## src/hdl/bmpfb_pkg.sv

```systemverilog
`timescale 1ns / 1ps
`default_nettype none

package bmpfb_pkg;

    localparam int LEN_W     = 24;
    localparam int DIM_W     = 11;
    localparam int CFG_IDX_W = 2;
    localparam int HDR_DEPTH = 32;

    localparam logic [CFG_IDX_W-1:0] CFG_PANEL_WIDTH  = 2'd0;
    localparam logic [CFG_IDX_W-1:0] CFG_PANEL_HEIGHT = 2'd1;
    localparam logic [CFG_IDX_W-1:0] CFG_FILE_LENGTH  = 2'd2;

    localparam logic OP_FILE_BYTE = 1'b0;
    localparam logic OP_READ      = 1'b1;
    localparam logic KIND_STATUS  = 1'b0;
    localparam logic KIND_READ    = 1'b1;

    localparam logic [3:0] ST_OK        = 4'd0;
    localparam logic [3:0] ST_SHORT     = 4'd1;
    localparam logic [3:0] ST_SIGNATURE = 4'd2;
    localparam logic [3:0] ST_OFFSET    = 4'd3;
    localparam logic [3:0] ST_DIB       = 4'd4;
    localparam logic [3:0] ST_SIZE      = 4'd5;
    localparam logic [3:0] ST_BPP       = 4'd6;
    localparam logic [3:0] ST_HEIGHT    = 4'd7;
    localparam logic [3:0] ST_CAPACITY  = 4'd8;

    localparam logic [7:0]       SIG_B       = 8'h42;
    localparam logic [7:0]       SIG_M       = 8'h4D;
    localparam logic [LEN_W-1:0] HDR_MIN_LEN = 24'd14;
    localparam logic [LEN_W-1:0] DIB_LEN     = 24'd12;
    localparam logic [LEN_W-1:0] DECIDE_POS  = 24'd29;
    localparam logic [11:0]      ROW_SAT     = 12'd2048;

    localparam logic [DIM_W-1:0] RESET_WIDTH  = 11'd400;
    localparam logic [DIM_W-1:0] RESET_HEIGHT = 11'd300;

    typedef struct packed {
        logic clear_step;
        logic rd_issue;
        logic capture_read;
        logic take_byte;
        logic check;
        logic load_replay;
        logic feed_setup;
        logic feed_check;
        logic pair_read;
        logic pair_skip;
        logic pair_write;
        logic advance;
        logic capture_status;
        logic load_out;
    } ctl_cmd_t;

    typedef struct packed {
        logic clear_done;
        logic byte_ok;
        logic at_decide;
        logic at_last;
        logic feed_live;
        logic check_ok;
        logic replay_more;
        logic padded_zero;
        logic pair_go;
        logic pair_in_mem;
        logic pair_last;
        logic last_byte;
        logic out_busy;
    } dp_stat_t;

endpackage

`default_nettype wire

```

## src/hdl/bmpfb_ctrl.sv

```systemverilog
`timescale 1ns / 1ps
`default_nettype none

module bmpfb_ctrl
    import bmpfb_pkg::*;
(
    input  wire logic     clk,
    input  wire logic     rst_n,
    input  wire logic     in_valid,
    input  wire logic     opcode,
    output logic          in_ready,
    input  wire dp_stat_t st,
    output ctl_cmd_t      cmd
);

    typedef enum logic [3:0] {
        S_CLEAR,
        S_IDLE,
        S_READ,
        S_CHECK,
        S_NEXT,
        S_FEED_SETUP,
        S_FEED_CHECK,
        S_FEED_PAIR,
        S_FEED_WRITE,
        S_ADVANCE,
        S_FINISH,
        S_EMIT
    } state_t;

    state_t state_reg, state_next;
    logic   replaying_reg, replaying_next;
    state_t after_feed;

    assign in_ready   = (state_reg == S_IDLE);
    assign after_feed = replaying_reg ? S_NEXT : S_FINISH;

    always_comb
    begin
        state_next     = state_reg;
        replaying_next = replaying_reg;
        cmd            = '0;
        unique case (state_reg)
            S_CLEAR:
            begin
                cmd.clear_step = 1'b1;
                if (st.clear_done)
                    state_next = S_NEXT;
            end
            S_IDLE:
            begin
                if (in_valid)
                begin
                    if (opcode == OP_READ)
                    begin
                        cmd.rd_issue = 1'b1;
                        state_next   = S_READ;
                    end
                    else if (st.byte_ok)
                    begin
                        cmd.take_byte = 1'b1;
                        if (st.at_decide)
                            state_next = S_CHECK;
                        else if (st.feed_live)
                            state_next = S_FEED_SETUP;
                        else if (st.at_last)
                            state_next = S_FINISH;
                    end
                end
            end
            S_READ:
            begin
                cmd.capture_read = 1'b1;
                state_next       = S_EMIT;
            end
            S_CHECK:
            begin
                cmd.check = 1'b1;
                if (st.check_ok)
                begin
                    replaying_next = 1'b1;
                    state_next     = S_CLEAR;
                end
                else
                    state_next = S_FINISH;
            end
            S_NEXT:
            begin
                if (replaying_reg && st.replay_more)
                begin
                    cmd.load_replay = 1'b1;
                    state_next      = S_FEED_SETUP;
                end
                else
                begin
                    replaying_next = 1'b0;
                    state_next     = S_FINISH;
                end
            end
            S_FEED_SETUP:
            begin
                cmd.feed_setup = 1'b1;
                state_next     = S_FEED_CHECK;
            end
            S_FEED_CHECK:
            begin
                cmd.feed_check = 1'b1;
                state_next     = S_FEED_PAIR;
            end
            S_FEED_PAIR:
            begin
                priority if (st.padded_zero)
                    state_next = after_feed;
                else if (!st.pair_go)
                    state_next = S_ADVANCE;
                else if (st.pair_in_mem)
                begin
                    cmd.pair_read = 1'b1;
                    state_next    = S_FEED_WRITE;
                end
                else
                begin
                    cmd.pair_skip = 1'b1;
                    state_next    = st.pair_last ? S_ADVANCE : S_FEED_PAIR;
                end
            end
            S_FEED_WRITE:
            begin
                cmd.pair_write = 1'b1;
                state_next     = st.pair_last ? S_ADVANCE : S_FEED_PAIR;
            end
            S_ADVANCE:
            begin
                cmd.advance = 1'b1;
                state_next  = after_feed;
            end
            S_FINISH:
            begin
                if (st.last_byte)
                begin
                    cmd.capture_status = 1'b1;
                    state_next         = S_EMIT;
                end
                else
                    state_next = S_IDLE;
            end
            S_EMIT:
            begin
                if (!st.out_busy)
                begin
                    cmd.load_out = 1'b1;
                    state_next   = S_IDLE;
                end
            end
            default:
                state_next = S_IDLE;
        endcase
    end

    always_ff @(posedge clk or negedge rst_n)
    begin
        if (!rst_n)
        begin
            state_reg     <= S_CLEAR;
            replaying_reg <= 1'b0;
        end
        else
        begin
            state_reg     <= state_next;
            replaying_reg <= replaying_next;
        end
    end

endmodule

`default_nettype wire

```

## config.mk

```make
export PLATFORM = sky130hd
export DESIGN_NAME = bmpfb_ctrl
export DESIGN_NICKNAME = d
export VERILOG_FILES = /design/src/hdl/bmpfb_pkg.sv /design/src/hdl/bmpfb_ctrl.sv
export SDC_FILE = /design/constraint.sdc
export NUM_CORES = 1
export LEC_CHECK = 0
export BUFFER_PORTS_ARGS = -buffer_cell sky130_fd_sc_hd__buf_2
export CAP_MARGIN = 20
export CORE_ASPECT_RATIO = 0.9
export CORE_UTILIZATION = 30
export CTS_CLUSTER_SIZE = 24
export DETAILED_ROUTE_END_ITERATION = 8
export SLEW_MARGIN = 25
export SYNTH_ARGS = -nofsm -noshare
export SYNTH_HDL_FRONTEND = slang
export SYNTH_SLANG_ARGS = --single-unit
```

## constraint.sdc

```tcl
create_clock -name clk -period 2.8 [get_ports clk]
set_clock_uncertainty 0.05 [all_clocks]
set_input_delay 0 -clock clk [delete_from_list [all_inputs] [get_ports clk]]
set_output_delay 0 -clock clk [all_outputs]
set_load 0.005 [all_outputs]
```

== Yosys cells after proc, flatten, opt, wreduce, memory -nomap -nowiden ==
Index checks and enable logic that the tools add are counted.
Storage, ports and cells
  bits in registers: 5
  output and inout bits: 15
  logic and storage cells: 70
Operators by class
  reductions and logical operators: 5
  muxes and demuxes: 45
  eq/ne operators: 18
Operators with widths (number)
  $mux 4: 16
  $pmux 4 s12: 1
  $mux 1: 24
  $eq 4x3->1 const B: 4
  $eq 4x4->1 const B: 4
  $ne 2x2->1 const B: 5
  $eq 4x2->1 const B: 2
  $mux 2: 3
  $ne 5x2->1 const B: 1
  $reduce_and 5->1: 1
  $eq 4x1->1 const B: 1
  $logic_not 4->1: 1
  $ne 3x2->1 const B: 1
  $reduce_and 3->1: 1
  $pmux 1 s2: 1
  $reduce_bool 2->1: 1
  $logic_and 1x1->1: 1

== Longest topological paths before layout ==
Gate-level depths: netlist of the first run.
  word-level depth: 7
  mapped depth: 6
  depth with buffers taken out: 4

== Worst setup path before layout of the first run ==
No wires, ideal clock.
  path kind: register to register
  start: register state_reg[0]
  end: register state_reg[0]
  period minus slack after synthesis: 1.398 ns
  required time: 2.631 ns
  stages on the path, launching flop included: 6
  arrival time: 1.229 ns
  setup slack: 1.402 ns
  cell sequence: dfrtp_1 > buf_6 > and2_4 > o21a_1 > a211o_2 > o21ba_1
Between the ends
  longest elaborated chain between the ends: 3
Ends and longest elaborated chain
  from (decl): RTL line bmpfb_ctrl.sv:31  | state_t state_reg, state_next;
  from (signal assigned): RTL line bmpfb_ctrl.sv:169  | state_reg <= state_next;
  $eq 4x1->1 (tied with other cells): RTL line bmpfb_ctrl.sv:43  | unique case (state_reg)
  $ne 5x2->1 (no line) (tied with other cells)
  $reduce_and 5->1 (no line)
Several ways; a longest one is shown, not always the timed one.
A chain may end at the register's enable or synchronous reset.

==> reports/qor.csv, run 1 <==
stage,metric,value,unit
critical_path,Worst EP required,2.75,ns
die,die area,2481,um^2
die,Core ar.,2162,um^2
critical_path,"Slowest-stage cell, CP",dfrtp_1,
critical_path,critical path cell sequence,nand2b_2 -> nor3_1 -> and3_1 -> buf_2,
timing,Worst-Margin Slew,0.6039,ns
drt,Remaining DRCs,0,
die,I/O pin cnt,32,
timing,Tmin final,1.729,ns
yosys,Synth Area in XOR/XNOR,0,%
yosys,Post-Syn Area,685.7,um^2
critical_path,WP data arrival,1.68,ns
die,# rows,16,
drt,WL/cell,12.80,um
clock_network,H-tree Lvls,1,
power,Max VDD drop,0.0003876,V
placed_design,placed cell count,140,
final_layout,multi-input logic area,495.5,um^2
timing,final hold vios,0,
timing,unrepaired setup endpoints after global routing,false,
timing,FMAX,578.4,MHz
yosys,post-synthesis adder-cell area fraction,0,%
yosys,synthesized area per cell,7.792,um^2
die,starting density of the core,31.71,%
outcome,status,completed,
final_layout,most frequent cells in the layout,"31 x buf_2, 12 x nor2_1, 5 x nand2_1, 5 x nor3_1, 5 x dfrtp_1",
final_layout,Final nets,136,
timing,Final Cycle Share,61.75,%
yosys,"Top FF cell, synth",dfrtp_1,
clock_network,clk slew on worst S/H paths,0.04,ns
critical_path,CP Launch Type,flip-flop,
worst_hold_path,Min-Delay Path Class,in2reg,
grt,total track usage,15.79,%
timing,setup TNS,0,ns
drt,remaining antenna violation count,0,
die,Die Y,47.36,um
critical_path,Crit path largest cell delay,0.72,ns
final_layout,fin area,860.8,um^2
final_layout,ANT cells,0,
yosys,post-synthesis mux area share,0,%
placed_design,Buffers on Ports,31,
clock_network,CTS tree,yes,
yosys,Yosys reg bits,5,
run,max-cap viol count,0,
grt,global-route wire length before repair,2870,um
yosys,Synth Area in Simple Gates,43.98,%
yosys,Post-Synthesis Cells,88,
final_layout,layout cells sized above 1,41.53,%
drt,first-pass iteration count of the detailed router,4,
clock_network,cts bufs inserted,3,
placed_design,gpl congestion,0.7984,
grt,initial antenna violation count,0,
critical_path,kind of critical path,reg2out,
die,Die Wd,52.40,um
critical_path,Crit. End Element,output pin,
yosys,share of the yosys chip area belonging to registers,18.25,%
final_layout,"commonest non-fill, non-tap cell in the layout",buf_2,
clock_network,Max clock buf depth,2,
clock_network,post-CTS sizing,0,
final_layout,storage element area,125.1,um^2
drt,DRT iter0 DRCs,30,
drt,WL final,1856,um
yosys,"Async S/R FF share, synth",100.0,%
yosys,Post-synth EDFFs,0,
clock_network,worst-skew pair later-pin latency,0.23,ns
yosys,combinational family with the most area after synthesis,simple AND/OR/NAND/NOR gates,
timing,slack of the critical path,1.071,ns
critical_path,Crit Path Max Fanout,17,
grt,largest net degree at the start of global routing,18,
grt,vias in the first global route,645,
timing,Slew Limit Fails,0,
final_layout,P&R area growth vs syn,25.55,%
final_layout,max FFs per register,4,
clock_network,Clock Root Buffer,clkbuf_4,
critical_path,buffers plus inverters on the worst setup path,1,
critical_path,"CP delay by family, top",flip-flops,
grt,GRT overflow,0,
drt,DR vias,763,
yosys,"Distinct cells, synth",48,
yosys,YS warnings,0,
timing,Max-slew headroom,59.74,%
final_layout,fillers,240,
timing,Hold WS,0.03922,ns
placed_design,dpl ws,1.133,ns
power,PD cells,899.9,nW/um^2
timing,"Setup violations, final",0,
power,leak pwr,0.0004083,uW
yosys,Synth Net Count,105,
placed_design,DP Wirelength,1484,um
final_layout,fin cells,145,
clock_network,clk sinks,5,
placed_design,dpl cell area,824.5,um^2
drt,vias per cell,5.262,
yosys,complex-gate fraction of the synthesized area,28.28,%
Yosys cell counts (2+ instances only):
library cell	instances	area share, %
nor2_1	12	6.6
dfrtp_1	5	18
nand2_1	5	2.7
nor3_1	5	3.6
inv_1	4	2.2
a21oi_1	3	2.2
buf_4	3	3.3
nor2b_1	3	2.7
o21ai_0	3	2.2
a31oi_1	2	1.8
and3_1	2	1.8
buf_6	2	3.3
nand2b_4	2	4.0
nor3b_1	2	2.2
nor4_1	2	1.8
worst register-to-register path: stages, from the launching register on:
cell	delay, ns
dfrtp_1	0.59
and2_4	0.26
o21a_1	0.17
a211o_2	0.31
o21ba_1	0.19
logic make-up (layout without fill, tap and decap cells):
family | Yosys count | count (layout)
DFF | 5 | 5
buffers and inverters | 10 | 40
AOI/OAI and AO/OA | 25 | 25
and+or+nand+nor | 48 | 48
layer usage:
layer / global-route usage, % / vias up / share of wire (%)
met5: 0 / - / 0
met4: 1.579 / 0 / 0
met3: 1.942 / 0 / 7.0
met2: 28.86 / 31 / 48
met1: 20.73 / 346 / 45
li1: - / 386 / -
report_power, final:
part / internal [uW] / switching (uW)
clock: 53.7 / 26.3
sequential: 109 / 123
combinational: 227 / 236
total: 389 / 385
what timing repair did:
action	in CTS	in global routing
hold buffers	1	0
endpoints found under the hold margin	5	0
buffers inserted	0	0
cell type report:
type	count	share of cell area, %
tap	27	3.924
sequential	5	14.53
clock buffer	4	3.052
multi-input combinational	73	57.56
inverter	4	1.744
timing repair buffer	32	19.19
stage by stage:
| stage | utilization [%] | total power [uW] |
|---|---|---|
| after floorplan | - | 609.0 |
| after global placement | 38.14 | 690.4 |
| after detailed placement | 38.14 | 691.6 |
| after CTS | 39.81 | 777.2 |
| after global routing | 39.81 | 842.8 |
| final | 39.81 | 774.7 |
final timing paths:
check / from / endpoint / slack (ns) / cells past startpoint
worst max-delay path: state_reg[0]$_DFFE_PN0P_ / cmd[10] / 1.07 / 4
max in group asynchronous: rst_n / state_reg[1]$_DFFE_PN0P_ / 2.51 / 2
min in group asynchronous: rst_n / state_reg[3]$_DFFE_PN0P_ / 0.06 / 2
worst min-delay path: st[7] / replaying_reg$_DFFE_PN0P_ / 0.04 / 3
worst min register to register: replaying_reg$_DFFE_PN0P_ / state_reg[2]$_DFFE_PN0P_ / 0.67 / 2
worst max register to register: state_reg[0]$_DFFE_PN0P_ / state_reg[0]$_DFFE_PN0P_ / 1.11 / 4
Note: power is estimated with default switching activity, not from simulation.
==> run 2: changes to the inputs <==
- clock period: 2.8 -> 1.7 ns (I/O delays scaled with it)
==> run 2 against run 1 <==
Against the previous run:
- clock-buffer cell count is the same
- routed wire length grew 2.3%
- clock power grew 71%
- final cell count grew 3.4%
- register-to-register slack lost 0.94 ns
- power grew 81%
- final area grew 6.1%
- core utilization grew 2.4 points
- die area is the same
- via count grew 4.2%
- largest power group unchanged
==> reports/qor.csv, run 2 (synthesis results as in run 1) <==
stage,metric,value,unit,change
clock_network,worst-skew pair later-pin latency,0.24,ns,about the same
critical_path,Crit. End Element,output pin,,
timing,final hold vios,0,,unchanged
critical_path,Worst EP required,1.65,ns,-1.10 ns
grt,GRT overflow,0,,unchanged
timing,Max-slew headroom,76.29,%,+17 points
placed_design,Buffers on Ports,31,,unchanged
grt,total track usage,17.31,%,+1.5 points
drt,first-pass iteration count of the detailed router,4,,unchanged
final_layout,storage element area,127.6,um^2,+2.0%
drt,DRT iter0 DRCs,22,,-27%
drt,DR vias,795,,+4.2%
timing,"Setup violations, final",0,,unchanged
placed_design,gpl congestion,0.8825,,+11%
die,Core ar.,2162,um^2,unchanged
run,max-cap viol count,0,,unchanged
outcome,status,completed,,
clock_network,clk sinks,5,,unchanged
grt,global-route wire length before repair,3118,um,+8.6%
critical_path,Crit Path Max Fanout,11,,-6
final_layout,most frequent cells in the layout,"31 x buf_2, 12 x nor2_1, 5 x nand2_1, 5 x nor3_1, 5 x buf_4",,
drt,remaining antenna violation count,0,,unchanged
die,I/O pin cnt,32,,unchanged
final_layout,Final nets,141,,+3.7%
power,Max VDD drop,0.0005446,V,+40%
drt,WL/cell,12.66,um,-1.1%
clock_network,cts bufs inserted,3,,unchanged
die,starting density of the core,31.71,%,unchanged
timing,unrepaired setup endpoints after global routing,false,,
drt,vias per cell,5.300,,+0.72%
final_layout,P&R area growth vs syn,33.21,%,
die,die area,2481,um^2,unchanged
die,# rows,16,,unchanged
timing,FMAX,620.1,MHz,
timing,Worst-Margin Slew,0.3467,ns,-0.2572 ns
clock_network,clk slew on worst S/H paths,0.04,ns,about the same
power,leak pwr,0.0004348,uW,+6.5%
drt,WL final,1899,um,+2.3%
power,PD cells,1532,nW/um^2,+70%
grt,initial antenna violation count,0,,unchanged
clock_network,Max clock buf depth,2,,unchanged
die,Die Y,47.36,um,unchanged
timing,setup TNS,0,ns,unchanged
drt,Remaining DRCs,0,,unchanged
clock_network,CTS tree,yes,,
clock_network,Clock Root Buffer,clkbuf_4,,
final_layout,layout cells sized above 1,47.97,%,+6.4 points
placed_design,DP Wirelength,1551,um,+4.5%
final_layout,utilization after layout,42.25,%,+2.4 points
worst_hold_path,Min-Delay Path Class,in2reg,,
final_layout,fillers,240,,unchanged
die,Die Wd,52.40,um,unchanged
critical_path,kind of critical path,reg2out,,
timing,Final Cycle Share,94.86,%,
timing,Tmin final,1.613,ns,
final_layout,max FFs per register,4,,unchanged
critical_path,CP Launch Type,flip-flop,,
grt,largest net degree at the start of global routing,13,,-5
grt,vias in the first global route,736,,+14%
final_layout,ANT cells,0,,unchanged
timing,Slew Limit Fails,0,,unchanged
critical_path,WP data arrival,1.56,ns,-0.12 ns
final_layout,multi-input logic area,508.0,um^2,+2.5%
final_layout,"commonest non-fill, non-tap cell in the layout",buf_2,,
clock_network,H-tree Lvls,1,,unchanged
run 2: cell count changes in the layout (fill, tap and decap cells not counted), sizes merged:
| cell | change |
|---|---|
| buf | +5 |
run 2: worst max-delay path, cell delays in order, from the launching register on:
cell and delay [ns]:
dfrtp_2 0.46, buf_4 0.17, nand2b_4 0.16, nor3b_2 0.18, nor3b_2 0.20, buf_2 0.14
run 2: path summary, 6_finish.rpt:
check | start | to | slack, ns | depth (start not counted)
max in group asynchronous | rst_n | state_reg[3]$_DFFE_PN0P_ | 1.41 | 2
min | st[0] | state_reg[3]$_DFFE_PN0P_ | 0.03 | 3
min reg2reg | replaying_reg$_DFFE_PN0P_ | replaying_reg$_DFFE_PN0P_ | 0.68 | 2
min in group asynchronous | rst_n | state_reg[0]$_DFFE_PN0P_ | 0.05 | 2
max | state_reg[3]$_DFFE_PN0P_ | cmd[8] | 0.09 | 5
max reg2reg | state_reg[2]$_DFFE_PN0P_ | state_reg[0]$_DFFE_PN0P_ | 0.17 | 4
run 2: where the power goes:
group	internal [uW]	switching [uW]
clock network	88.7	48.3
logic	455	476
registers	186	145
run 2: routing by layer:
metal / global-route usage [%] / part of all wire [%]
met1: 23.27 / 48
met2: 27.59 / 44
met3: 2.265 / 5.1
met4: 8.421 / 3.0
met5: 0 / 0
run 2: area by class of cell:
cell class,count,share of cell area [%]
repair buffers,37,22.19
inverters,4,1.644
clock buffers,4,2.877
flip-flops and latches,5,13.97
well taps,27,3.699
multi-input cells,73,55.62
run 2: repair_timing:
action,4_1_cts,5_1_grt
setup endpoints to repair,1,2
gates cloned,0,0
resized for setup,1,4
hold buffers,1,0
buffers inserted,0,0
pin swaps,0,1
endpoints found under the hold margin,5,0
run 2: metrics by stage:
stage | hold slack [ns] | setup slack, ns | power [uW] | area (um^2) | cells
6_report | 0.02824 | 0.08742 | 1399 | 913.4 | 150
5_1_grt | 0.04470 | 0.03621 | 1527 | 913.4 | 150
2_1_floorplan | -0.3456 | 0.3023 | 1003 | 685.7 | 88
3_5_place_dp | -0.2317 | 0.1146 | 1230 | 862.1 | 145
3_3_place_gp | -0.2304 | 0.1366 | 1224 | 862.1 | 145
4_1_cts | 0.02587 | 0.02902 | 1378 | 899.6 | 150
